### src/hdl/assert_macros.svh
// Assertion macros shared by the RTL. In synthesis builds they expand to nothing.
// Every macro samples on the rising edge of clk and is disabled while rst_n is low.
`ifndef ASSERT_MACROS_SVH
`define ASSERT_MACROS_SVH

`ifndef SYNTHESIS

// The property must hold at every clock edge outside reset.
`define ASSERT_CLK(lbl, prop) \
  lbl: assert property (@(posedge clk) disable iff (!rst_n) (prop)) \
    else $error("assertion failed");

// The condition must never be true outside reset.
`define ASSERT_NEVER(lbl, cond) \
  lbl: assert property (@(posedge clk) disable iff (!rst_n) !(cond)) \
    else $error("forbidden condition seen");

`else

`define ASSERT_CLK(lbl, prop)
`define ASSERT_NEVER(lbl, cond)

`endif

`endif

### src/hdl/i2cm_rt_pkg.sv
`timescale 1ns / 1ps
`default_nettype none

package i2cm_rt_pkg;

  // Command codes carried by the func field.
  typedef enum logic [2:0] {
    FN_TICK  = 3'd0,
    FN_WRITE = 3'd1,
    FN_READ  = 3'd2,
    FN_PROBE = 3'd3,
    FN_DATA  = 3'd4
  } func_t;

  // Kind of the running transfer.
  typedef enum logic [1:0] {
    KIND_NONE  = 2'd0,
    KIND_WRITE = 2'd1,
    KIND_READ  = 2'd2,
    KIND_PROBE = 2'd3
  } kind_t;

  // What the byte being shifted out stands for, which decides the ACK handling.
  typedef enum logic [1:0] {
    ROLE_ADDR_W = 2'd0,
    ROLE_SUB    = 2'd1,
    ROLE_DATA   = 2'd2,
    ROLE_ADDR_R = 2'd3
  } role_t;

  // Completion status reported with done.
  typedef enum logic [2:0] {
    ST_OK         = 3'd0,
    ST_NACK_ADDR  = 3'd1,
    ST_NACK_SUB   = 3'd2,
    ST_NACK_DATA  = 3'd3,
    ST_NACK_RADDR = 3'd4
  } status_t;

  // Bus phase sequencer, one-hot.
  typedef enum logic [18:0] {
    PH_IDLE      = 19'd1 << 0,
    PH_START_SDA = 19'd1 << 1,
    PH_START_SCL = 19'd1 << 2,
    PH_TX_LOW    = 19'd1 << 3,
    PH_TX_HIGH   = 19'd1 << 4,
    PH_ACK_REL   = 19'd1 << 5,
    PH_ACK_RISE  = 19'd1 << 6,
    PH_ACK_WAIT  = 19'd1 << 7,
    PH_WAIT_DATA = 19'd1 << 8,
    PH_RS_HIGH   = 19'd1 << 9,
    PH_RD_LOW    = 19'd1 << 10,
    PH_RD_HIGH   = 19'd1 << 11,
    PH_RD_SAMPLE = 19'd1 << 12,
    PH_MA_LOW    = 19'd1 << 13,
    PH_MA_HIGH   = 19'd1 << 14,
    PH_MA_END    = 19'd1 << 15,
    PH_STOP_LOW  = 19'd1 << 16,
    PH_STOP_SCL  = 19'd1 << 17,
    PH_STOP_SDA  = 19'd1 << 18
  } phase_t;

  // Configuration register indexes.
  localparam int unsigned CFG_IDX_W = 2;
  localparam logic [CFG_IDX_W-1:0] CFG_DEV_ADDR   = 2'd0;
  localparam logic [CFG_IDX_W-1:0] CFG_ADDR_BYTES = 2'd1;
  localparam logic [CFG_IDX_W-1:0] CFG_ACK_TMO    = 2'd2;

  // Reset values of the configuration registers.
  localparam logic [6:0] DEV_ADDR_RST   = 7'd0;
  localparam logic [1:0] ADDR_BYTES_RST = 2'd1;
  localparam logic [7:0] ACK_TMO_RST    = 8'd101;

  // One result transaction.
  typedef struct packed {
    logic       scl_level;
    logic       sda_level;
    logic [7:0] read_data;
    logic       read_valid;
    logic       data_request;
    logic       busy_res;
    logic       done_res;
    status_t    status;
  } res_t;

endpackage

`default_nettype wire

### src/hdl/i2c_master_register_transfer_unit.sv
`timescale 1ns / 1ps
`default_nettype none

// Channel  Direction  Handshake            Contents
// in_      input      in_valid / in_stall   func, sub_address, byte_count, write_data, sda_in
// out_     output     out_valid / out_stall line drives, read byte, request, busy, done, status
// cfg_     input      cfg_valid / cfg_ready register index and write data
//
// Each input transaction advances the phase sequencer once, in the cycle it is accepted;
// its result is registered in the output register, or in the skid register behind it when
// the output register still holds a result held back by out_stall. One transaction can be
// taken every cycle while in_stall is low; in_stall rises only while the skid is occupied.
// Reset (rst_n low, synchronous) returns the sequencer to idle, releases both lines and
// loads the configuration reset values. cfg_ready is always high.
`include "assert_macros.svh"

module i2c_master_register_transfer_unit
  import i2cm_rt_pkg::*;
(
  input  wire logic                 clk,
  input  wire logic                 rst_n,
  // Input channel
  input  wire logic                 in_valid,
  output logic                      in_stall,
  input  wire logic [2:0]           in_func,
  input  wire logic [15:0]          in_sub_address,
  input  wire logic [15:0]          in_byte_count,
  input  wire logic [7:0]           in_write_data,
  input  wire logic                 in_sda_in,
  // Result channel
  output logic                      out_valid,
  input  wire logic                 out_stall,
  output logic                      out_scl_level,
  output logic                      out_sda_level,
  output logic [7:0]                out_read_data,
  output logic                      out_read_valid,
  output logic                      out_data_request,
  output logic                      out_busy_res,
  output logic                      out_done_res,
  output logic [2:0]                out_status,
  // Configuration write channel
  input  wire logic                 cfg_valid,
  output logic                      cfg_ready,
  input  wire logic [CFG_IDX_W-1:0] cfg_index,
  input  wire logic [7:0]           cfg_data
);

  // Configuration registers
  logic [6:0] dev_addr_r;
  logic [1:0] addr_bytes_r;
  logic [7:0] ack_tmo_r;

  // Sequencer state
  phase_t     phase_r, phase_nxt;
  logic [3:0] bit_index_r, bit_index_nxt;
  logic [7:0] shift_byte_r, shift_byte_nxt;
  logic [15:0] bytes_left_r, bytes_left_nxt;
  logic [15:0] held_sub_r, held_sub_nxt;
  logic [1:0] addr_left_r, addr_left_nxt;
  logic [7:0] ack_wait_r, ack_wait_nxt;
  kind_t      kind_r, kind_nxt;
  logic       restart_done_r, restart_done_nxt;
  logic       scl_r, scl_nxt;
  logic       sda_r, sda_nxt;
  role_t      role_r, role_nxt;
  status_t    pend_status_r, pend_status_nxt;

  // Output register and skid register
  res_t res_nxt;
  res_t out_r, skid_r;
  logic out_valid_r, skid_valid_r;

  logic       in_acc;
  logic       out_fire;
  logic [1:0] ack_rem;
  logic [15:0] bytes_dec;
  logic [7:0] rd_shift;
  logic [3:0] bit_inc;
  logic [7:0] read_data_nxt;
  logic       read_valid_nxt;
  logic       done_nxt;
  status_t    status_nxt;

  assign cfg_ready = 1'b1;
  assign in_stall  = skid_valid_r;
  assign in_acc    = in_valid && !skid_valid_r;
  assign out_fire  = out_valid_r && !out_stall;

  // Configuration writes; indexes beyond the list are dropped.
  always_ff @(posedge clk) begin
    if (!rst_n) begin
      dev_addr_r   <= DEV_ADDR_RST;
      addr_bytes_r <= ADDR_BYTES_RST;
      ack_tmo_r    <= ACK_TMO_RST;
    end else if (cfg_valid && cfg_ready) begin
      case (cfg_index)
        CFG_DEV_ADDR:   dev_addr_r   <= cfg_data[6:0];
        CFG_ADDR_BYTES: addr_bytes_r <= cfg_data[1:0];
        CFG_ACK_TMO:    ack_tmo_r    <= cfg_data;
        default:        ;
      endcase
    end
  end

  // Helper values for the sequencer.
  assign ack_rem   = (role_r == ROLE_SUB) ? (addr_left_r - 2'd1) : addr_left_r;
  assign bytes_dec = bytes_left_r - 16'd1;
  assign rd_shift  = {shift_byte_r[6:0], in_sda_in};
  assign bit_inc   = bit_index_r + 4'd1;

  // Next state of the phase sequencer for the transaction at the input.
  always_comb begin
    phase_nxt        = phase_r;
    bit_index_nxt    = bit_index_r;
    shift_byte_nxt   = shift_byte_r;
    bytes_left_nxt   = bytes_left_r;
    held_sub_nxt     = held_sub_r;
    addr_left_nxt    = addr_left_r;
    ack_wait_nxt     = ack_wait_r;
    kind_nxt         = kind_r;
    restart_done_nxt = restart_done_r;
    scl_nxt          = scl_r;
    sda_nxt          = sda_r;
    role_nxt         = role_r;
    pend_status_nxt  = pend_status_r;
    read_data_nxt    = 8'd0;
    read_valid_nxt   = 1'b0;
    done_nxt         = 1'b0;
    status_nxt       = ST_OK;

    if (phase_r == PH_IDLE) begin
      // A begin command latches the transfer and raises START.
      if (in_func == FN_WRITE || in_func == FN_READ || in_func == FN_PROBE) begin
        case (in_func)
          FN_WRITE: kind_nxt = KIND_WRITE;
          FN_READ:  kind_nxt = KIND_READ;
          default:  kind_nxt = KIND_PROBE;
        endcase
        held_sub_nxt     = in_sub_address;
        restart_done_nxt = 1'b0;
        pend_status_nxt  = ST_OK;
        ack_wait_nxt     = 8'd0;
        bit_index_nxt    = 4'd0;
        shift_byte_nxt   = 8'd0;
        if (in_func == FN_PROBE) begin
          bytes_left_nxt = 16'd1;
          addr_left_nxt  = 2'd0;
        end else begin
          bytes_left_nxt = in_byte_count;
          addr_left_nxt  = (addr_bytes_r == 2'd3) ? 2'd2 : addr_bytes_r;
        end
        scl_nxt   = 1'b1;
        sda_nxt   = 1'b1;
        phase_nxt = PH_START_SDA;
      end
    end else if (phase_r == PH_WAIT_DATA) begin
      // Waiting for the next write byte.
      if (in_func == FN_DATA) begin
        shift_byte_nxt = in_write_data;
        bit_index_nxt  = 4'd0;
        role_nxt       = ROLE_DATA;
        phase_nxt      = PH_TX_LOW;
      end
    end else if (in_func == FN_TICK) begin
      case (phase_r)
        PH_START_SDA: begin
          sda_nxt   = 1'b0;
          phase_nxt = PH_START_SCL;
        end
        PH_START_SCL: begin
          scl_nxt       = 1'b0;
          bit_index_nxt = 4'd0;
          phase_nxt     = PH_TX_LOW;
          if (kind_r == KIND_WRITE || (kind_r == KIND_READ && !restart_done_r)) begin
            shift_byte_nxt = {dev_addr_r, 1'b0};
            role_nxt       = ROLE_ADDR_W;
          end else begin
            shift_byte_nxt = {dev_addr_r, 1'b1};
            role_nxt       = ROLE_ADDR_R;
          end
        end
        PH_TX_LOW: begin
          scl_nxt   = 1'b0;
          sda_nxt   = shift_byte_r[7];
          phase_nxt = PH_TX_HIGH;
        end
        PH_TX_HIGH: begin
          scl_nxt        = 1'b1;
          shift_byte_nxt = {shift_byte_r[6:0], 1'b0};
          bit_index_nxt  = bit_inc;
          phase_nxt      = (bit_inc >= 4'd8) ? PH_ACK_REL : PH_TX_LOW;
        end
        PH_ACK_REL: begin
          scl_nxt   = 1'b0;
          sda_nxt   = 1'b1;
          phase_nxt = PH_ACK_RISE;
        end
        PH_ACK_RISE: begin
          scl_nxt      = 1'b1;
          ack_wait_nxt = 8'd0;
          phase_nxt    = PH_ACK_WAIT;
        end
        PH_ACK_WAIT: begin
          if (!in_sda_in) begin
            // ACK seen: move on according to the byte just sent.
            scl_nxt = 1'b0;
            if (role_r == ROLE_ADDR_W || role_r == ROLE_SUB) begin
              addr_left_nxt = ack_rem;
              if (ack_rem != 2'd0) begin
                shift_byte_nxt = (ack_rem == 2'd2) ? held_sub_r[15:8] : held_sub_r[7:0];
                bit_index_nxt  = 4'd0;
                role_nxt       = ROLE_SUB;
                phase_nxt      = PH_TX_LOW;
              end else if (kind_r == KIND_WRITE) begin
                phase_nxt = (bytes_left_r == 16'd0) ? PH_STOP_LOW : PH_WAIT_DATA;
              end else begin
                restart_done_nxt = 1'b1;
                phase_nxt        = PH_RS_HIGH;
              end
            end else if (role_r == ROLE_DATA) begin
              bytes_left_nxt = bytes_dec;
              phase_nxt      = (bytes_dec == 16'd0) ? PH_STOP_LOW : PH_WAIT_DATA;
            end else if (bytes_left_r == 16'd0) begin
              phase_nxt = PH_STOP_LOW;
            end else begin
              bit_index_nxt  = 4'd0;
              shift_byte_nxt = 8'd0;
              phase_nxt      = PH_RD_LOW;
            end
          end else if (ack_wait_r >= ack_tmo_r) begin
            // Timed out without ACK: abort with STOP.
            scl_nxt = 1'b0;
            case (role_r)
              ROLE_ADDR_W: pend_status_nxt = ST_NACK_ADDR;
              ROLE_SUB:    pend_status_nxt = ST_NACK_SUB;
              ROLE_DATA:   pend_status_nxt = ST_NACK_DATA;
              default:     pend_status_nxt = (kind_r == KIND_PROBE) ? ST_NACK_ADDR
                                                                     : ST_NACK_RADDR;
            endcase
            phase_nxt = PH_STOP_LOW;
          end else begin
            ack_wait_nxt = ack_wait_r + 8'd1;
          end
        end
        PH_RS_HIGH: begin
          scl_nxt   = 1'b1;
          sda_nxt   = 1'b1;
          phase_nxt = PH_START_SDA;
        end
        PH_RD_LOW: begin
          scl_nxt   = 1'b0;
          sda_nxt   = 1'b1;
          phase_nxt = PH_RD_HIGH;
        end
        PH_RD_HIGH: begin
          scl_nxt   = 1'b1;
          phase_nxt = PH_RD_SAMPLE;
        end
        PH_RD_SAMPLE: begin
          shift_byte_nxt = rd_shift;
          bit_index_nxt  = bit_inc;
          if (bit_inc >= 4'd8) begin
            read_data_nxt  = rd_shift;
            read_valid_nxt = 1'b1;
            phase_nxt      = PH_MA_LOW;
          end else begin
            phase_nxt = PH_RD_LOW;
          end
        end
        PH_MA_LOW: begin
          // ACK while more bytes follow, NACK on the last one.
          scl_nxt   = 1'b0;
          sda_nxt   = (bytes_left_r > 16'd1) ? 1'b0 : 1'b1;
          phase_nxt = PH_MA_HIGH;
        end
        PH_MA_HIGH: begin
          scl_nxt   = 1'b1;
          phase_nxt = PH_MA_END;
        end
        PH_MA_END: begin
          scl_nxt        = 1'b0;
          bytes_left_nxt = bytes_dec;
          if (bytes_dec == 16'd0) begin
            phase_nxt = PH_STOP_LOW;
          end else begin
            bit_index_nxt  = 4'd0;
            shift_byte_nxt = 8'd0;
            phase_nxt      = PH_RD_LOW;
          end
        end
        PH_STOP_LOW: begin
          scl_nxt   = 1'b0;
          sda_nxt   = 1'b0;
          phase_nxt = PH_STOP_SCL;
        end
        PH_STOP_SCL: begin
          scl_nxt   = 1'b1;
          phase_nxt = PH_STOP_SDA;
        end
        PH_STOP_SDA: begin
          sda_nxt         = 1'b1;
          done_nxt        = 1'b1;
          status_nxt      = pend_status_r;
          pend_status_nxt = ST_OK;
          kind_nxt        = KIND_NONE;
          phase_nxt       = PH_IDLE;
        end
        default: begin
          phase_nxt = PH_IDLE;
        end
      endcase
    end

    res_nxt.scl_level    = scl_nxt;
    res_nxt.sda_level    = sda_nxt;
    res_nxt.read_data    = read_data_nxt;
    res_nxt.read_valid   = read_valid_nxt;
    res_nxt.data_request = (phase_nxt == PH_WAIT_DATA);
    res_nxt.busy_res     = (phase_nxt != PH_IDLE);
    res_nxt.done_res     = done_nxt;
    res_nxt.status       = status_nxt;
  end

  // Sequencer registers advance once per accepted transaction.
  always_ff @(posedge clk) begin
    if (!rst_n) begin
      phase_r        <= PH_IDLE;
      bit_index_r    <= 4'd0;
      shift_byte_r   <= 8'd0;
      bytes_left_r   <= 16'd0;
      held_sub_r     <= 16'd0;
      addr_left_r    <= 2'd0;
      ack_wait_r     <= 8'd0;
      kind_r         <= KIND_NONE;
      restart_done_r <= 1'b0;
      scl_r          <= 1'b1;
      sda_r          <= 1'b1;
      role_r         <= ROLE_ADDR_W;
      pend_status_r  <= ST_OK;
    end else if (in_acc) begin
      phase_r        <= phase_nxt;
      bit_index_r    <= bit_index_nxt;
      shift_byte_r   <= shift_byte_nxt;
      bytes_left_r   <= bytes_left_nxt;
      held_sub_r     <= held_sub_nxt;
      addr_left_r    <= addr_left_nxt;
      ack_wait_r     <= ack_wait_nxt;
      kind_r         <= kind_nxt;
      restart_done_r <= restart_done_nxt;
      scl_r          <= scl_nxt;
      sda_r          <= sda_nxt;
      role_r         <= role_nxt;
      pend_status_r  <= pend_status_nxt;
    end
  end

  // Output register with one skid entry behind it.
  always_ff @(posedge clk) begin
    if (!rst_n) begin
      out_valid_r  <= 1'b0;
      skid_valid_r <= 1'b0;
    end else if (skid_valid_r) begin
      if (out_fire) begin
        skid_valid_r <= 1'b0;
      end
    end else if (in_acc) begin
      if (out_valid_r && !out_fire) begin
        skid_valid_r <= 1'b1;
      end else begin
        out_valid_r <= 1'b1;
      end
    end else if (out_fire) begin
      out_valid_r <= 1'b0;
    end
  end

  // Result payloads.
  always_ff @(posedge clk) begin
    if (skid_valid_r) begin
      if (out_fire) begin
        out_r <= skid_r;
      end
    end else if (in_acc) begin
      if (out_valid_r && !out_fire) begin
        skid_r <= res_nxt;
      end else begin
        out_r <= res_nxt;
      end
    end
  end

  assign out_valid        = out_valid_r;
  assign out_scl_level    = out_r.scl_level;
  assign out_sda_level    = out_r.sda_level;
  assign out_read_data    = out_r.read_data;
  assign out_read_valid   = out_r.read_valid;
  assign out_data_request = out_r.data_request;
  assign out_busy_res     = out_r.busy_res;
  assign out_done_res     = out_r.done_res;
  assign out_status       = out_r.status;

  // The skid entry is only ever filled behind a waiting output transaction.
  `ASSERT_CLK(a_skid_behind_out, skid_valid_r |-> out_valid_r)
  // A finished transfer reports idle in the same transaction.
  `ASSERT_NEVER(a_done_not_busy, out_valid_r && out_r.done_res && out_r.busy_res)
  // A status other than ok only comes with done.
  `ASSERT_NEVER(a_status_with_done,
                out_valid_r && (out_r.status != ST_OK) && !out_r.done_res)
  // A received byte is reported only while a transfer is still running.
  `ASSERT_NEVER(a_read_in_transfer, out_valid_r && out_r.read_valid && !out_r.busy_res)

endmodule

`default_nettype wire

### config.mk
export PLATFORM = sky130hd
export DESIGN_NAME = i2c_master_register_transfer_unit
export DESIGN_NICKNAME = d
export VERILOG_FILES = /design/src/hdl/i2cm_rt_pkg.sv /design/src/hdl/i2c_master_register_transfer_unit.sv
export VERILOG_INCLUDE_DIRS = /design/src /design/src/hdl
export SDC_FILE = /design/constraint.sdc
export NUM_CORES = 1
export LEC_CHECK = 0
export BUFFER_PORTS_ARGS = -buffer_cell sky130_fd_sc_hd__buf_2
export CAP_MARGIN = 30
export CORE_MARGIN = 4
export CORE_UTILIZATION = 35
export DETAILED_ROUTE_END_ITERATION = 16
export PLACE_DENSITY = 0.5
export SYNTH_ARGS = -nofsm -noshare
export SYNTH_HDL_FRONTEND = slang
export SYNTH_SLANG_ARGS = --single-unit
### constraint.sdc
create_clock -name clk -period 4.96 [get_ports clk]
set_clock_uncertainty 0.15 [all_clocks]
set_input_delay 0.744 -clock clk [delete_from_list [all_inputs] [get_ports clk]]
set_output_delay 0.744 -clock clk [all_outputs]
set_load 0.03 [all_outputs]
# After elaboration in Yosys (flattened, before gate mapping)
# Cells that the tools add are included.
dict set report op_classes {
  add_sub_neg 4
  magnitude_cmp 3
  eq_ne 58
  n_mux 143
  bitwise_logic 2
  n_reduce_logical 53
}
# cell count
set op_table {}
lappend op_table {{case mux 19 bit (16 select lines)} 1}
lappend op_table {{two-way mux 17 bit} 11}
lappend op_table {{two-way mux 8 bit} 22}
lappend op_table {{two-way mux 19 bit} 8}
lappend op_table {{two-way mux 16 bit} 8}
lappend op_table {{two-way mux 2 bit} 22}
lappend op_table {{two-way mux 4 bit} 11}
lappend op_table {{case mux 8 bit (5 select lines)} 1}
lappend op_table {{equality test 19 x 9 -> 1 bit, second input constant} 2}
lappend op_table {{two-way mux 1 bit} 37}
lappend op_table {{two-way mux 3 bit} 11}
lappend op_table {{zero test 16 bit} 2}
lappend op_table {{case mux 16 bit (2 select lines)} 1}
lappend op_table {{!= test 3 bit, second input constant} 9}
lappend op_table {{AND reduction 7 bit} 3}
lappend op_table {{AND reduction 10 bit} 2}
lappend op_table {{equality test 19 x 1 -> 1 bit, second input constant} 1}
lappend op_table {{equality test 19 x 10 -> 1 bit, second input constant} 1}
lappend op_table {{equality test 19 x 11 -> 1 bit, second input constant} 1}
lappend op_table {{equality test 19 x 12 -> 1 bit, second input constant} 1}
lappend op_table {{equality test 19 x 13 -> 1 bit, second input constant} 1}
lappend op_table {{equality test 19 x 14 -> 1 bit, second input constant} 1}
lappend op_table {{equality test 19 x 15 -> 1 bit, second input constant} 1}
lappend op_table {{equality test 19 x 16 -> 1 bit, second input constant} 1}
lappend op_table {{other kinds (56)} 104}
dict set report word_totals {
  ff_bits 136
  in_bits 59
  out_inout_bits 20
}

# Depth between registers and ports, before layout
# Gate-level depths: netlist of the first run.
dict set report depth {
  word_depth 14
  mapped_depth 13
  mapped_depth_nobuf 10
}

# Worst setup path after synthesis of the first run
# No wires, ideal clock.
dict set report synth_path {
  kind {flip-flop to flip-flop}
  startpoint {reg phase_r[16]}
  endpoint {reg out_r, in the netlist out_data_request (data pin)}
  arrival_ns 2.929
  required_ns 4.630
  path_slack_ns 1.701
  stages_incl_launch_ff 11
  path_cell_list {dfxtp_1 buf_2 or3_1 nor4_1 and4b_1 or4_1 clkbuf_1 or4b_1 a221oi_2 o211ai_1 o41ai_2}
}
dict set report synth_via {
  elab_chain_cells 10
  elab_cells_between_ends 30
  classes_between {19 x eq/ne; 11 x mux}
}
# element line_no
set synth_rtl {}
lappend synth_rtl {{start: declaration} i2c_master_register_transfer_unit.sv:54} ;# phase_t phase_r, phase_nxt;
lappend synth_rtl {{start signal: assignment} i2c_master_register_transfer_unit.sv:341} ;# phase_r <= phase_nxt;
lappend synth_rtl {{parallel branches: the longest is 5 deep, another holds equality test 19 x 18 -> 1 bit} n/a}
lappend synth_rtl {{two-way mux 19 bit *} i2c_master_register_transfer_unit.sv:131} ;# if (phase_r == PH_IDLE) begin
lappend synth_rtl {{equality test 19 x 9 -> 1 bit *} i2c_master_register_transfer_unit.sv:318} ;# res_nxt.data_request = (phase_nxt == PH_WAIT_DATA);
lappend synth_rtl {{two-way mux 17 bit *} i2c_master_register_transfer_unit.sv:384} ;# if (out_valid_r && !out_fire) begin
lappend synth_rtl {{two-way mux 17 bit *} i2c_master_register_transfer_unit.sv:383} ;# end else if (in_acc) begin
lappend synth_rtl {{two-way mux 17 bit *} i2c_master_register_transfer_unit.sv:379} ;# if (skid_valid_r) begin
lappend synth_rtl {{end signal: assignment} i2c_master_register_transfer_unit.sv:381} ;# out_r <= skid_r;
lappend synth_rtl {{end signal: assignment} i2c_master_register_transfer_unit.sv:387} ;# out_r <= res_nxt;
lappend synth_rtl {{end: declaration} i2c_master_register_transfer_unit.sv:70} ;# res_t out_r, skid_r;
# Mark *: on every way between the ends. The select of a mux whose other input is x is not followed.
# A chain may end at the register's enable or synchronous reset.

# Worst setup path after layout of the first run
dict set report layout_path {
  startpoint {reg phase_r[9]}
  endpoint {reg out_r, in the netlist out_data_request (data pin)}
}
# Same word-level chain as after synthesis.

==> results.txt, run 1 <==
----------------------------------------------------
[Synthesis]
  Cell types with the largest area share after synthesis ... dfxtp_1, edfxtp_1, nand2_1
  Library cell with the largest summed area after synthesis ... dfxtp_1
  Register bit count reported by yosys ... 136
  Share of the synthesized area in the top cell type ... 0.2619
  Primary FF master, synth ... dfxtp_1
  Proportion of register bits with asynchronous set or reset after synthesis ... 0
  Gate count of the mapped netlist ... 959
  Synth Net Count ... 1035
  Register area share after synthesis ... 0.3929
  Most numerous cell types in the synthesized netlist ... nand2_1, nor2_1, dfxtp_1
  Post-synthesis instance area ... approximately 8000 sq um
  Number of distinct library cell variants in the gate-level netlist after synthesis ... 80
  Warning count from the yosys run ... 0
  Count of flip-flops with a built-in enable after synthesis ... 34
  Mean area per synthesized cell ... 8.130 sq um

[Routing]
  WL per Instance ... 18.43 um
  Detailed-routing iteration count for the pre-antenna-repair pass ... 7
  DRC violations left ... 0
  Routed WL ... 23.97 mm
  First DRT Iteration DRCs ... 480
  Post-detailed-route via-to-cell ratio ... ~5.5
  Remaining antenna violation count ... 0
  Detailed-route via count ... just over 7000

[Critical path]
  Data arrival time of the critical path ... about 4 ns
  CP max stage cell ... or4_1
  Cell-by-cell listing of the critical path ... or4_1, nor4_1, and4b_1, or4_1, or4b_1, a221oi_2, o211ai_1, o41ai_2
  Number of buffer and inverter instances along the worst setup path ... 0
  CP Launch Type ... flip-flop
  Highest fanout seen on the critical path ... 11
  Start-to-end type of the worst setup path ... flip-flop to flip-flop
  Most common cell type on the critical path ... or4_1
  Required arrival time at the worst endpoint ... 5.05 ns
  Kind of capture point of the worst setup path ... flip-flop
  Crit-path leading delay family ... simple AND/OR/NAND/NOR gates
  Biggest cell delay along the critical path ... roughly 0.66 ns
  Depth of the worst register-to-register path ... 8
  Path length in cells of the critical path ... 8

[GRT]
  Antenna violations before repair ... 0
  Overall Global Routing Usage ... 0.1935
  Wire length of the first global-routing pass ... approximately 38 mm
  Pin count of the biggest net entering global routing ... 52
  Via count of the first global-routing pass ... about 6500
  Total overflow reported by the global router ... 0

[CTS]
  Total of hold buffers inserted after clock tree synthesis ... 0
  Postcts setup bufs ... 0
  Clock tree from TritonCTS ... built
  Number of CTS-inserted buffers ... 17
  CTS root buffer ... clkbuf_16
  Number of clock sinks seen by CTS ... about 140
  Clock insertion delay at the later pin of the skew report ... roughly 0.43 ns
  Number of H-tree levels ... 4
  Clock edge transition at the registers on the reported setup and hold paths ... 0.06 ns
  Post-CTS sizing ... 0
  Number of buffers on the longest clock path ... 2

[Power]
  P_leak ... 0.003404 uW
  Final total power ... 3030 uW
  Worst IR Drop VDD ... around 0.20 mV
  Total power per unit cell area ... 338.2 nW/um^2

[Min path]
  Hold path cells ... 2
  Type of the most critical hold path ... flip-flop to flip-flop

[Die]
  Initial core utilization ... 0.3561
  Total core area ... 21890 sq um
  Count of standard-cell rows ... 54
  Vert. Die Dim ... between 150 and 200 um
  Die outline width ... 157.2 um
  Num ports ... 79
  Die Area ... 24730 sq um

[Cells and area]
  Share of layout cells above drive strength 1 ... 0.1587
  Area delta synth->final ... 14.93%
  Count of inserted antenna diode cells ... 0
  Post-layout net count ... 1084

[Place]
  Port Buffers ... 77
  Weighted congestion reported at the end of routability-driven placement ... 0.9485
  Sum of net half-perimeters after detailed placement ... 17.60 mm
  Pre-CTS setup slack ... around 1.2 ns

[STA]
  Transition at the pin with the smallest max-transition slack ... 0.9139 ns
  Final number of hold-violating endpoints ... 0
  Max Slew Vio Count ... 0
  Final worst-path setup slack ... around 1.1 ns
  RSZ-0062 raised after global routing ... false
  Slew Limit Headroom ... 0.3851
  Count of final setup violators ... 0
  Portion of the clock cycle consumed by the worst path in the final layout ... 0.7789
  Post-Route Hold Slack ... approximately 0.30 ns
  Final Critical Period ... roughly 3.9 ns
  Highest achievable clock rate ... about 0.26 GHz
  Setup_tns ... 0 ns

[Job]
  Max-cap violations ... 0

[Status]
  Run status ... finished, final reports clean

----------------------------------------------------
path summary, 6_finish.rpt:
check	startpoint	endpoint	slack, ns
hold reg to reg	pend_status_r[2]	pend_status_r[2]	0.30
setup / recovery	phase_r[9]	out_data_request	1.10
hold / removal	pend_status_r[2]	pend_status_r[2]	0.30
setup reg to reg	phase_r[9]	out_data_request	1.10
layout by cell type, fill, tap and decap left out, drive strengths merged, types with 7 or more instances in the layout:
cell type | synthesis | final
and2 | 20 | 20
and3 | 9 | 9
dfxtp | 102 | 102
nor2b | 8 | 8
xor2 | 7 | 7
nor3 | 28 | 28
a21oi | 83 | 83
ha | 17 | 17
a2bb2oi | 7 | 7
clkbuf | 44 | 18
or3 | 10 | 10
nand2 | 117 | 117
nand4 | 10 | 10
o21a | 9 | 9
or2 | 7 | 7
buf | 19 | 93
a211oi | 24 | 24
inv | 31 | 37
or4 | 9 | 9
nand3 | 38 | 38
nor2 | 117 | 117
nand2b | 10 | 10
xnor2 | 14 | 14
edfxtp | 34 | 34
mux2i | 14 | 14
mux2 | 14 | 14
o21ai | 40 | 40
nor4 | 26 | 26
per-stage QoR:
step | cells | util | cell area [sq um]
2_1_floorplan | 959 | - | 7796
3_3_place_gp | 1267 | 0.3824 | 8372
3_5_place_dp | 1269 | 0.3833 | 8391
4_1_cts | 1301 | 0.4093 | 8960
5_1_grt | 1301 | 0.4093 | 8960
6_report | 1301 | 0.4093 | 8960
cell families (layout without fill, tap and decap cells):
family,Yosys count,after routing,synth area share
xor gates and xnor gates,21,21,0.02359
and+or+nand+nor,433,433,0.2760
AOI/OAI and AO/OA,228,228,0.1907
buffers and inverters,95,157,0.05087
DFF,136,136,0.3929
adders and majority gates,17,17,0.02728
muxes,28,28,0.03820
other,1,1,0.0004810
sequential cells by signal, indices dropped and copies added, names as in the netlist, 3 cells and up:
signal and cells:
pend_status_r 3, dev_addr_r 7, out_status 3, held_sub_r 16
shift_byte_r 8, ack_tmo_r 8, ack_wait_r 8, skid_r 17
bytes_left_r 16, phase_r 19, out_read_data 8, bit_index_r 4
worst register-to-register path, cell delays in order (launching register included):
cell      delay [ns]
dfxtp_1         0.54
or4_1           0.40
nor4_1          0.17
and4b_1         0.25
or4_1           0.67
or4b_1          0.61
a221oi_2        0.39
o211ai_1        0.18
o41ai_2         0.34
metal layers:
metal | wire length [um] | GRT usage | vias to the layer above
met2 | 10370 | 0.2870 | 256
met4 | 363 | 0.05408 | 0
met1 | 11550 | 0.2851 | 3347
met3 | 1687 | 0.03987 | 33
met5 | 0 | 0 | -
li1 | - | - | 3560
report_power, final:
part	switching, uW	leakage [uW]	internal (uW)	total (uW)
sequential	38.9	0.00114	1180	1220
combinational	363	0.00200	204	566
clock	539	0.000262	702	1240
cell type report:
| class | instances | area (sq um) |
|---|---|---|
| Tap cell | 280 | 350.3 |
| Sequential cell | 136 | 3063 |
| Inverter | 32 | 120.1 |
| Timing Repair Buffer | 93 | 509.2 |
| Multi-Input combinational cell | 728 | 4348 |
| Fill cell | 2304 | 12930 |
| Clock buffer | 18 | 429.2 |
| Clock inverter | 14 | 140.1 |
Power figures use the tool's default switching activity.
==> run 2, diff against run 1 <==
--- a/config.mk
+++ b/config.mk
@@ -11,7 +11,7 @@
 export CORE_MARGIN = 4
 export CORE_UTILIZATION = 35
 export DETAILED_ROUTE_END_ITERATION = 16
-export PLACE_DENSITY = 0.5
+export PLACE_DENSITY = 0.52
 export SYNTH_ARGS = -nofsm -noshare
 export SYNTH_HDL_FRONTEND = slang
 export SYNTH_SLANG_ARGS = --single-unit
==> constraint.sdc (replaced) <==
create_clock -name clk -period 3.5 [get_ports clk]
set_clock_uncertainty 0.15 [all_clocks]
set_input_delay 0.525 -clock clk [delete_from_list [all_inputs] [get_ports clk]]
set_output_delay 0.525 -clock clk [all_outputs]
set_load 0.03 [all_outputs]
==> run 2 against run 1 <==
Effect of this change:
- sequential share of layout area fell by 1.8 points
- register-to-register slack got worse by 0.93 ns
- design area grew 5.9%
- sequential power is 42% higher
- wire length increased by 5.5%
- non-clock buffer count is 65 higher
- critical path type unchanged
==> results.txt, run 2 (synthesis results as in run 1) <==
----------------------------------------------------
[Status]
  Run status ... finished, final reports clean

[Critical path]
  Crit-path leading delay family ... simple AND/OR/NAND/NOR gates
  Required arrival time at the worst endpoint ... between 3 and 4 ns
  CP max stage cell ... or4_4
  CP Launch Type ... flip-flop
  Number of buffer and inverter instances along the worst setup path ... 0
  Highest fanout seen on the critical path ... 6
  Depth of the worst register-to-register path ... 8
  Cell-by-cell listing of the critical path ... or4_4, nor4_1, and4b_1, or4_4, or4b_1, a221oi_2, o211ai_1, o41ai_2
  Path length in cells of the critical path ... 8
  Critical path capture point ... out_data_request
  Kind of capture point of the worst setup path ... flip-flop
  Biggest cell delay along the critical path ... 0.58 ns
  Worst setup startpoint ... phase_r[14]
  End of the worst register-to-register path ... out_data_request
  Start-to-end type of the worst setup path ... flip-flop to flip-flop
  Worst R2R Start ... phase_r[14]
  Data arrival time of the critical path ... ~3.4 ns
  Register-to-register setup slack ... 0.17 ns
  Most common cell type on the critical path ... or4_4

[Cells and area]
  Register with the most flip-flops ... phase_r
  Most frequent standard cell in the layout excluding fill and tap cells ... nand2_1
  Share of layout cells above drive strength 1 ... 0.2173
  Area delta synth->final ... 21.65%
  Fill count ... 2259
  Commonest cells after routing, fill and taps aside ... nand2_1, nor2_1, dfxtp_1
  Count of inserted antenna diode cells ... 0
  Post-Layout Inst Area ... 9484 sq um
  Max FFs per register ... 19
  Post-layout net count ... 1149
  Top flop regs ... phase_r (19), skid_r (17)

[CTS]
  Clock edge transition at the registers on the reported setup and hold paths ... about 0.060 ns
  Number of CTS-inserted buffers ... 17
  Clock insertion delay at the later pin of the skew report ... ~0.42 ns
  Clock tree from TritonCTS ... built
  Number of buffers on the longest clock path ... 2
  Number of clock sinks seen by CTS ... 136
  Number of H-tree levels ... 4
  CTS root buffer ... clkbuf_16

[Place]
  Weighted congestion reported at the end of routability-driven placement ... 0.9667
  Placement Cell Area ... 8900 sq um
  Port Buffers ... 77
  Sum of net half-perimeters after detailed placement ... 18.88 mm

[STA]
  Final Critical Period ... ~3.3 ns
  RSZ-0062 raised after global routing ... false
  Slew Limit Headroom ... 0.4675
  Max Slew Vio Count ... 0
  Transition at the pin with the smallest max-transition slack ... 0.7987 ns
  Count of final setup violators ... 0
  Final number of hold-violating endpoints ... 0
  Highest achievable clock rate ... 0.3000 GHz
  Setup_tns ... 0 ns
  Portion of the clock cycle consumed by the worst path in the final layout ... 0.9523

[Routing]
  Detailed-routing iteration count for the pre-antenna-repair pass ... 6
  Detailed-route via count ... 7556
  DRC violations left ... 0
  Remaining antenna violation count ... 0
  WL per Instance ... 18.52 um
  Post-detailed-route via-to-cell ratio ... 5.531
  First DRT Iteration DRCs ... 613
  Routed WL ... between 20 and 30 mm

[Die]
  Die outline width ... ~160 um
  Die Area ... roughly 25000 sq um
  Count of standard-cell rows ... 54
  Num ports ... 79
  Total core area ... 21890 sq um
  Initial core utilization ... 0.3561
  Vert. Die Dim ... 157.2 um

[Job]
  Max-cap violations ... 0

[GRT]
  Total overflow reported by the global router ... 0
  Via count of the first global-routing pass ... roughly 7200
  Wire length of the first global-routing pass ... around 40 mm
  Pin count of the biggest net entering global routing ... 86
  Overall Global Routing Usage ... 0.2056
  Antenna violations before repair ... 1

[Power]
  Final total power ... approximately 4300 uW
  P_leak ... approximately 0.0038 uW
  Worst IR Drop VDD ... 0.2916 mV
  Total power per unit cell area ... 457.1 nW/um^2

[Min path]
  Type of the most critical hold path ... input port to flip-flop

----------------------------------------------------
==> run 2: cell types whose count changed in the layout (fill, tap and decap cells not counted), moves of 2 or more <==
| cell | previous run | this run |
|---|---|---|
| buf_4 | 15 | 79 |
| buf_12 | 0 | 2 |
| clkinvlp_4 | 5 | 2 |
| dfxtp_1 | 102 | 97 |
| inv_8 | 1 | 4 |
| dfxtp_2 | 0 | 5 |
==> run 2: routing by layer <==
layer / global-route usage / vias to the layer above / wire [um]
met5: 0 / - / 0
li1: - / 3676 / -
met1: 0.2916 / 3548 / 11800
met2: 0.3124 / 288 / 11180
met3: 0.04427 / 44 / 1764
met4: 0.06678 / 0 / 558
==> run 2: worst reg2reg max path, stage by stage (launching register included) <==
cell and delay (ns):
dfxtp_1 0.42, or4_4 0.22, nor4_1 0.09, and4b_1 0.22, or4_4 0.58, or4b_1 0.58, a221oi_2 0.37, o211ai_1 0.18
o41ai_2 0.33
==> run 2: final cells by class <==
cell class / instances / area, sq um / share of cell area
clock inverters: 14 / 130.1 / 0.01372
clock buffers: 18 / 429.2 / 0.04525
repair buffers: 158 / 1018 / 0.1074
well taps: 280 / 350.3 / 0.03694
flip-flops and latches: 136 / 3069 / 0.3236
inverters: 32 / 120.1 / 0.01266
multi-input cells: 728 / 4367 / 0.4604
==> run 2: worst min-delay path by stage <==
stage / slack, ns / endpoint / from / cells past startpoint
after floorplan: 0.28 / pend_status_r[2] / pend_status_r[2] / 2
after global placement: 0.29 / held_sub_r[1] / held_sub_r[1] / 2
after detailed placement: 0.30 / held_sub_r[4] / held_sub_r[4] / 2
after CTS: 0.18 / dev_addr_r[6] / cfg_data[6] / 3
after global routing: 0.19 / held_sub_r[12] / in_sub_address[12] / 3
final: 0.19 / held_sub_r[5] / in_sub_address[5] / 3
==> run 2: per-stage QoR <==
| stage | worst slack [ns] | instances | util | hold WS (ns) |
|---|---|---|---|---|
| floorplan | 0.2406 | 959 | - | 0.2773 |
| global placement | 0.1357 | 1334 | 0.4066 | 0.2892 |
| detailed placement | 0.1375 | 1334 | 0.4066 | 0.2955 |
| CTS | 0.07315 | 1366 | 0.4321 | 0.1778 |
| global route | 0.02566 | 1366 | 0.4332 | 0.1859 |
| finish | 0.1669 | 1366 | 0.4332 | 0.1933 |
==> run 2: what timing repair did <==
action / in CTS / in global routing
endpoints found under the setup margin: 0 / 27
resized for setup: 0 / 10
buffers inserted: 0 / 0
hold buffers: 0 / 0
==> run 2: report_power, final <==
part | total (uW) | internal, uW | switching [uW]
logic | 881 | 345 | 536
clock network | 1730 | 940 | 786
registers | 1730 | 1680 | 49.6
==> run 3, diff against run 2 <==
--- a/config.mk
+++ b/config.mk
@@ -11,7 +11,7 @@
 export CORE_MARGIN = 4
 export CORE_UTILIZATION = 35
 export DETAILED_ROUTE_END_ITERATION = 16
-export PLACE_DENSITY = 0.52
+export PLACE_DENSITY = 0.63
 export SYNTH_ARGS = -nofsm -noshare
 export SYNTH_HDL_FRONTEND = slang
 export SYNTH_SLANG_ARGS = --single-unit
==> run 3 against run 2 <==
Effect of this change:
- clock-buffer cell count decreased by 1
- worst setup slack got worse by 0.040 ns
- critical path type unchanged
- critical endpoint unchanged
- final cell count decreased by 1.1%
==> results.txt, run 3 (synthesis results as in run 1) <==
----------------------------------------------------
[Status]
  Run status ... finished, final reports clean

[Power]
  Total power per unit cell area ... ~480 nW/um^2
  Worst IR Drop VDD ... 0.3259 mV
  Final total power ... 4513 uW
  P_leak ... 0.003706 uW

[STA]
  Transition at the pin with the smallest max-transition slack ... 0.8427 ns
  Max Slew Vio Count ... 0
  Setup_tns ... 0 ns
  Portion of the clock cycle consumed by the worst path in the final layout ... 0.9639
  Slew Limit Headroom ... 0.4361
  Highest achievable clock rate ... approximately 0.3 GHz
  Count of final setup violators ... 0
  RSZ-0062 raised after global routing ... false
  Final worst-path setup slack ... 0.1264 ns
  Final Critical Period ... 3.374 ns
  Post-Route Hold Slack ... 0.1741 ns
  Final number of hold-violating endpoints ... 0

[Cells and area]
  Commonest cells after routing, fill and taps aside ... nor2_1, nand2_1, dfxtp_1
  Fill count ... 2209
  Register with the most flip-flops ... phase_r
  Post-Layout Inst Area ... 9445 sq um
  Area delta synth->final ... 21.15%
  Post-layout net count ... approximately 1100
  Share of layout cells above drive strength 1 ... 0.2110
  Top flop regs ... phase_r (19), skid_r (17)
  Max FFs per register ... 19
  Count of inserted antenna diode cells ... 0

[Critical path]
  Depth of the worst register-to-register path ... 8
  Cell-by-cell listing of the critical path ... or4_1, nor4_1, and4b_1, or4_1, or4b_1, a221oi_2, o211ai_1, o41ai_2
  Data arrival time of the critical path ... approximately 3.5 ns
  Start-to-end type of the worst setup path ... flip-flop to flip-flop
  Number of buffer and inverter instances along the worst setup path ... 0
  CP Launch Type ... flip-flop
  Most common cell type on the critical path ... or4_1
  CP max stage cell ... or4_1
  Path length in cells of the critical path ... 8
  Biggest cell delay along the critical path ... 0.64 ns
  Required arrival time at the worst endpoint ... 3.59 ns
  Crit-path leading delay family ... simple AND/OR/NAND/NOR gates
  Highest fanout seen on the critical path ... 8
  Kind of capture point of the worst setup path ... flip-flop

[CTS]
  Number of clock sinks seen by CTS ... roughly 140
  Number of CTS-inserted buffers ... 17
  Number of H-tree levels ... 4
  CTS root buffer ... clkbuf_16
  Number of buffers on the longest clock path ... 2
  Clock insertion delay at the later pin of the skew report ... between 0.4 and 0.5 ns
  Clock tree from TritonCTS ... built
  Clock edge transition at the registers on the reported setup and hold paths ... 0.06 ns
  Total of hold buffers inserted after clock tree synthesis ... 0

[Place]
  Weighted congestion reported at the end of routability-driven placement ... 1.016
  Sum of net half-perimeters after detailed placement ... ~18 mm
  Port Buffers ... 77
  Pre-CTS setup slack ... 0.05178 ns
  Placement Cell Area ... 8800 sq um

[Routing]
  Post-detailed-route via-to-cell ratio ... 5.520
  Remaining antenna violation count ... 0
  WL per Instance ... roughly 18 um
  DRC violations left ... 0
  Detailed-route via count ... 7457
  Routed WL ... approximately 24 mm
  First DRT Iteration DRCs ... 739
  Detailed-routing iteration count for the pre-antenna-repair pass ... 5

[Die]
  Die outline width ... around 160 um
  Count of standard-cell rows ... 54
  Total core area ... 21890 sq um
  Initial core utilization ... 0.3561
  Num ports ... 79
  Vert. Die Dim ... between 150 and 200 um
  Die Area ... 24730 sq um

[GRT]
  Overall Global Routing Usage ... 0.1905
  Global routing met3 resource utilization ... 0.04124
  Via count of the first global-routing pass ... 6729
  Antenna violations before repair ... 0
  Global routing's busiest layer ... met2
  Routing usage on met1 ... 0.2673
  Pin count of the biggest net entering global routing ... 50
  Total overflow reported by the global router ... 0
  Met2 routing resource usage after global routing ... 0.2925
  Wire length of the first global-routing pass ... between 30 and 40 mm

[Job]
  Max-cap violations ... 0

[Min path]
  Type of the most critical hold path ... input port to flip-flop
  Hold path cells ... 3

----------------------------------------------------
## run 3: cell types whose count changed in the layout (fill, tap and decap cells not counted), moves of 2 or more
cell       delta
bufinv_16     +2
dfxtp_1       -5
buf_4        -16
dfxtp_2       +5
clkinv_4      -3
## run 3: timing repair
| item | in CTS | in global routing |
|---|---|---|
| gates resized for setup | 0 | 14 |
| setup endpoints to repair | 0 | 5 |
| buffers inserted | 0 | 0 |
## run 3: routing by layer
layer	share of wire	wire length [um]	vias to the layer above
li1	-	-	3665
met1	0.46	11130	3503
met2	0.45	10770	253
met3	0.068	1641	36
met4	0.022	524	0
met5	0	0	-
## run 3: area by class of cell
type                    count  area, sq um  share of cell area
repair buffers            143        918.4             0.09723
multi-input cells         728         4363              0.4619
clock buffers              17        425.4             0.04504
well taps                 280        350.3             0.03709
flip-flops and latches    136         3075              0.3256
inverters                  32        120.1             0.01272
clock inverters            15        192.7             0.02040
## run 3: metrics by stage
stage	cells	utilization
floorplan	959	-
global placement	1319	0.4020
detailed placement	1319	0.4020
CTS	1351	0.4302
global route	1351	0.4315
finish	1351	0.4315
## run 3: where the power goes
group	leakage, uW	internal (uW)	switching (uW)	total, uW
Clock	0.000302	1090	830	1920
Combinational	0.00225	345	518	862
Sequential	0.00115	1680	48.7	1730
Total	0.00371	3120	1400	4510
## run 3: path summary, 6_finish.rpt
path / slack [ns] / end / startpoint
max: 0.13 / out_data_request / phase_r[8]
min: 0.17 / ack_tmo_r[7] / cfg_data[7]
max reg2reg: 0.13 / out_data_request / phase_r[8]
min reg2reg: 0.31 / held_sub_r[4] / held_sub_r[4]
## run 3: tightest hold or removal path: cells and delay by family
family | cells | cell delay [ns]
mux | 1 | 0.05
simple gates | 1 | 0.07
buf+inv | 1 | 0.07
